$ cat config.mk
export PLATFORM = sky130hd
export DESIGN_NAME = ilir_cell
export DESIGN_NICKNAME = d
export VERILOG_FILES = /design/src/design/ilir_pkg.sv /design/src/design/ilir_cell.sv
export SDC_FILE = /design/constraint.sdc
export NUM_CORES = 1
export LEC_CHECK = 0
export ABC_CLOCK_PERIOD_IN_PS = 7800
export BUFFER_PORTS_ARGS = -buffer_cell sky130_fd_sc_hd__buf_2
export CORE_UTILIZATION = 48
export CTS_BUF_LIST = sky130_fd_sc_hd__clkbuf_4
export DETAILED_ROUTE_END_ITERATION = 10
export GPL_ROUTABILITY_DRIVEN = 0
export HOLD_SLACK_MARGIN = 0.05
export PLACE_DENSITY = 0.88
export RECOVER_POWER = 25
export SLEW_MARGIN = 10
export SYNTH_ARGS = -nofsm -noshare
export SYNTH_HDL_FRONTEND = slang
export SYNTH_SLANG_ARGS = --single-unit
$ cat constraint.sdc
create_clock -name clk -period 7.8 [get_ports clk]
set_input_delay 2.34 -clock clk [delete_from_list [all_inputs] [get_ports clk]]
set_output_delay 2.34 -clock clk [all_outputs]
set_load 0.01 [all_outputs]
$ cat src/design/ilir_pkg.sv
`default_nettype none
package ilir_pkg;

  localparam int VALUE_W = 32;
  localparam int POS_W   = 7;
  localparam int TOTAL_W = 7;

  localparam logic signed [VALUE_W-1:0] ERR_VALUE  = -32'sd1;
  localparam logic signed [VALUE_W-1:0] ZERO_VALUE = 32'sd0;

  typedef enum logic [1:0] {
    CMD_INSERT = 2'd0,
    CMD_APPEND = 2'd1,
    CMD_REMOVE = 2'd2,
    CMD_READ   = 2'd3
  } cmd_t;

  typedef enum logic [1:0] {
    ST_OK    = 2'd0,
    ST_RANGE = 2'd1,
    ST_FULL  = 2'd2
  } status_t;

  typedef enum logic [1:0] {
    S_IDLE,
    S_WALK,
    S_RESP
  } state_t;

  // Operation broadcast to every cell of the row.
  typedef enum logic [2:0] {
    CELL_HOLD,
    CELL_INSERT,
    CELL_REMOVE,
    CELL_LOAD,
    CELL_SHIFT
  } cell_op_t;

  typedef struct packed {
    cell_op_t op;
    logic     at;
    logic     above;
  } cell_ctl_t;

endpackage
`default_nettype wire

$ cat src/design/ilir_cell.sv
`default_nettype none
// One list slot plus one stage of the read chain that walks values toward cell 0.
module ilir_cell (
  input  wire                                 clk,
  input  wire ilir_pkg::cell_ctl_t            ctl,
  input  wire signed [ilir_pkg::VALUE_W-1:0]  ins_value,
  input  wire signed [ilir_pkg::VALUE_W-1:0]  left_entry,
  input  wire signed [ilir_pkg::VALUE_W-1:0]  right_entry,
  input  wire signed [ilir_pkg::VALUE_W-1:0]  right_bus,
  output logic signed [ilir_pkg::VALUE_W-1:0] entry_o,
  output logic signed [ilir_pkg::VALUE_W-1:0] bus_o
);

  logic signed [ilir_pkg::VALUE_W-1:0] entry_r, entry_nxt;
  logic signed [ilir_pkg::VALUE_W-1:0] bus_r, bus_nxt;

  always_comb begin
    entry_nxt = entry_r;
    bus_nxt   = bus_r;
    case (ctl.op)
      ilir_pkg::CELL_INSERT: begin
        if (ctl.at) begin
          entry_nxt = ins_value;
        end else if (ctl.above) begin
          entry_nxt = left_entry;
        end
      end
      ilir_pkg::CELL_REMOVE: begin
        if (ctl.at || ctl.above) begin
          entry_nxt = right_entry;
        end
      end
      ilir_pkg::CELL_LOAD:  bus_nxt = entry_r;
      ilir_pkg::CELL_SHIFT: bus_nxt = right_bus;
      default: ;
    endcase
  end

  always_ff @(posedge clk) begin
    entry_r <= entry_nxt;
    bus_r   <= bus_nxt;
  end

  assign entry_o = entry_r;
  assign bus_o   = bus_r;

endmodule
`default_nettype wire

After elaboration in Yosys (flattened, before gate mapping)
Cells that the tools add are included.
Cells by class
  add/sub/neg operators: 0
  bitwise operators: 0
  divide/modulo/power cells: 0
  shifts and indexed selects: 0
  eq/ne operators: 6
  multiply operators: 0
  reduce and logical (&&, ||, !) cells: 4
  mux-type cells: 5
  order comparisons: 0
Operator list (number)
  $pmux W32 S2: 2
  $mux W32: 3
  $eq A3 B2 Y1 const B: 2
  $reduce_bool A2 Y1: 2
  $eq A3 B1 Y1 const B: 1
  $eq A3 B3 Y1 const B: 1
  $ne A3 B3 Y1 const B: 1
  $reduce_and A3 Y1: 1
  $ne A2 B2 Y1 const B: 1
  $logic_or A1 B1 Y1: 1
Storage, ports and cells
  word-level logic and storage cells: 17
  memories kept: 0
  output and inout port bits: 64
  bits in writable memories: 0
  latch bits: 0
  ROM bits: 0
  flip-flop bits (word level): 64
  bits of input ports: 134

Depth between registers and ports, before layout
  word-level depth: 3
  mapped depth: 4
  mapped depth without buffers: 2

Worst setup path before layout
OpenSTA, ideal clock, no wires.
  kind: in2reg
  start: input ctl[1] (netlist name)
  end: register entry_r (netlist bit entry_o[0]), enable pin
  setup slack: 2.096 ns
  path buffers: 2
  arrival: 5.236 ns
  library setup time: 0.468 ns
  stages: 4
  required time: 7.332 ns
  cells stage by stage: clkbuf_1 > buf_2 > o22ai_1 > nor3b_1
Between the ends
  longest elaborated chain between the ends: 3
  elaborated cells on any way between the ends: 4
  classes of those cells: 2 x eq/ne; 2 x reduce/logical
Ends and longest elaborated chain
  from (decl): RTL line ilir_cell.sv:5  | input wire ilir_pkg::cell_ctl_t ctl,
  $logic_or A1 B1 Y1: RTL line ilir_cell.sv:29  | if (ctl.at || ctl.above) begin
  $ne A2 B2 Y1 (no source line)
  $reduce_and A3 Y1 (no source line) *
  to (signal assigned): RTL line ilir_cell.sv:40  | entry_r <= entry_nxt;
  to (decl): RTL line ilir_cell.sv:14  | logic signed [ilir_pkg::VALUE_W-1:0] entry_r, entry_nxt;
Every way passes the cells marked *; elsewhere a longest branch is shown, timed or not.
A chain may end at the register's enable or synchronous reset.

Final worst setup path
  start: input ctl[3] (netlist name)
  end: register entry_r (netlist bit entry_o[21]) (data pin)
Between the ends
  longest elaborated chain between the ends: 2
  elaborated cells on any way between the ends: 3
  classes of those cells: 2 x eq/ne; 1 x mux
Ends and longest elaborated chain
  $eq A3 B2 Y1 or $eq A3 B1 Y1 (tied branches): RTL line ilir_cell.sv:20  | case (ctl.op)
  $pmux W32 S2 *: RTL line ilir_cell.sv:20
  net entry_nxt (one bit): RTL line ilir_cell.sv:14
Mark *: on every way through the listed nets, which the timed path passes. The rest lies on a longest branch.

==> results.sh <==
export IMPL_skew_ns=0.0171
export IMPL_num_vias=2327
export IMPL_fin_hold_ws_ns=0.583
export IMPL_synth_top_area_share_pct=58.8
export IMPL_area_growth_pct=33.1
export IMPL_clock_path_buffers=2
export IMPL_yosysSeqAreaShare_pct=58.8
export IMPL_h_tree_depth=3
export IMPL_wire_per_inst_um=16.3
export IMPL_setup_viol=0
export IMPL_power_total_mw=0.768
export IMPL_cts_hold_buf=0
export IMPL_vdd_ir_drop_worst_v=0.000132
export IMPL_synth_seq_cells=64
export IMPL_rows=29
export IMPL_route_antenna_remaining_nets=0
export IMPL_ios=198
export IMPL_nNetsFinal=510
export IMPL_critPathRequiredTime_ns=7.92
export IMPL_cts_root_buf="clkbuf_4"
export IMPL_path_class="in -> reg"
export IMPL_holdPathStages=1
export IMPL_coreArea_um2=6460
export IMPL_yosysWarnings=0
export IMPL_clk_pin_slew_ns=0.10
export IMPL_fin_ws_ns=4.06
export IMPL_cp_start_kind="input pin"
export IMPL_tns_ns=0
export IMPL_maxCapViolCount=0
export IMPL_grt_use_total_pct=21.3
export IMPL_cts_tree="built"
export IMPL_synth_area_top_cells="edfxtp_1 59%, mux2_2 23%, mux2_4 14%"
export IMPL_syn_num_nets=311
export IMPL_p_leak_nw=1.87
export IMPL_cts_inserted_buffers=9
export IMPL_die_x_um=84.5
export IMPL_grt_max_degree=34
export IMPL_top_layer_used="met4"
export IMPL_cp_slowest_stage_delay_ns=0.96
export IMPL_fin_crit_ns=3.74
export IMPL_cts_sinks=64
export IMPL_synthesis_area_um2=3270
export IMPL_power_density_nw_per_um2=177
export IMPL_r2r_cells=1
export IMPL_dp_hpwl_mm=5.69
export IMPL_syn_area_per_cell_um2=18.5
export IMPL_grt_pass1_vias=2526
export IMPL_rsz0062_at_grt="false"
export IMPL_start_util_pct=50.6
export IMPL_finalHoldViolCount=0
export IMPL_synth_largest_area_cell="edfxtp_1"
export IMPL_violations="design-rule violations"
export IMPL_path_delay_family="simple AND/OR/NAND/NOR gates"
export IMPL_die_h_um=84.5
export IMPL_dp_slack_ns=3.63
export IMPL_critPathArrivalTime_ns=3.86
export IMPL_cp_depth=3
export IMPL_fin_crit_sh_pct=47.9
export IMPL_grt_pass1_wl_mm=11.5
export IMPL_drive_gt1_share_pct=69.0
export IMPL_finalMaxSlewViolations=0
export IMPL_cp_cell_sequence="buf_2, or3b_2, mux2_2"
export IMPL_endpoint_kind="register"
export IMPL_synth_cells=177
export IMPL_gr_total_overflow=0
export IMPL_worst_path_max_delay_cell="or3b_2"
export IMPL_crit_fanout=32
export IMPL_drc=8
export IMPL_port_buffers=197
export IMPL_fmax_mhz=268
export IMPL_met2WireLength_mm=4.16
export IMPL_post_cts_buffers=0
export IMPL_cts_repair_resized=0
export IMPL_synthDistinctLibCells=13
export IMPL_dr_wl_met3_um=636
export IMPL_vias_per_cell=5.08
export IMPL_min_delay_path_class="reg -> reg"
export IMPL_tightest_slew_ns=1.15
export IMPL_antenna_found_initial=0
export IMPL_relSlewSlack_pct=23.0
export IMPL_drtIter0Drc=64
export IMPL_n_antenna_cell=0
export IMPL_final_util_pct=67.3
export IMPL_status="finished with violations"
export IMPL_dr_pass1_iters=7
export IMPL_wl_mm=7.48
export IMPL_path_buf_inv=1
export IMPL_insertion_delay_ns=0.39
export IMPL_wl_met1_mm=2.47
export IMPL_die_area_um2=7140
==> final cells by class <==
type / instances / area [µm²]
clock buffer: 10 / 75.1
clock inverter: 6 / 50.0
fill: 526 / 2110
multi-input combinational: 102 / 1260
sequential: 64 / 1920
tap: 77 / 96.3
timing repair buffer: 199 / 941
==> report_power, final <==
part           switching (mW)  leakage [nW]  total (mW)  internal, mW
sequential            0.00933         0.598       0.420         0.410
clock                   0.110        0.0703       0.207        0.0970
combinational          0.0597          1.20       0.142        0.0822
==> synth_stat cells, drive strengths merged <==
master	instances
o21bai	1
buf	10
nand2	1
or3b	1
edfxtp	64
o22ai	1
clkbuf	1
nor3b	2
mux2	96
==> cell usage in the layout, fill, tap and decap left out <==
master	instances
buf_2	149
mux2_2	66
edfxtp_1	64
clkbuf_1	48
mux2_4	30
clkbuf_4	10
clkinv_1	4
buf_4	2
or3b_2	1
nor3b_4	1
nand2_1	1
o21bai_4	1
o22ai_1	1
nor3b_2	1
clkinv_2	1
bufinv_16	1
==> state kept, by name, indices dropped and copies added (netlist names) <==
signal and flops:
bus_o 32, entry_o 32
==> path summary, 6_finish.rpt <==
path / to / slack (ns) / start
setup / recovery: entry_o[21]$_DFFE_PP_ / 4.06 / ctl[3]
hold / removal: bus_o[30]$_DFFE_PP_ / 0.58 / entry_o[30]$_DFFE_PP_
setup reg to reg: bus_o[1]$_DFFE_PP_ / 6.86 / entry_o[1]$_DFFE_PP_
hold reg to reg: bus_o[30]$_DFFE_PP_ / 0.58 / entry_o[30]$_DFFE_PP_
==> stage by stage <==
step / area [µm²] / std cells
after floorplan: 3270 / 177
after global placement: 4280 / 442
after detailed placement: 4280 / 442
after CTS: 4410 / 458
after global routing: 4350 / 458
final: 4350 / 458
==> cells by family after synthesis <==
logic type      synth area share (%)
mux                             36.5
flops                           58.8
buf+inv                         3.22
simple gates                   0.996
compound gates                 0.422
==> routing by layer <==
metal  vias up  global-route usage (%)
met5         -                       0
met4         0                    10.6
met3        20                    6.88
met2       119                    41.1
met1      1093                    19.9
li1       1095                       -
Power figures use the tool's default switching activity.
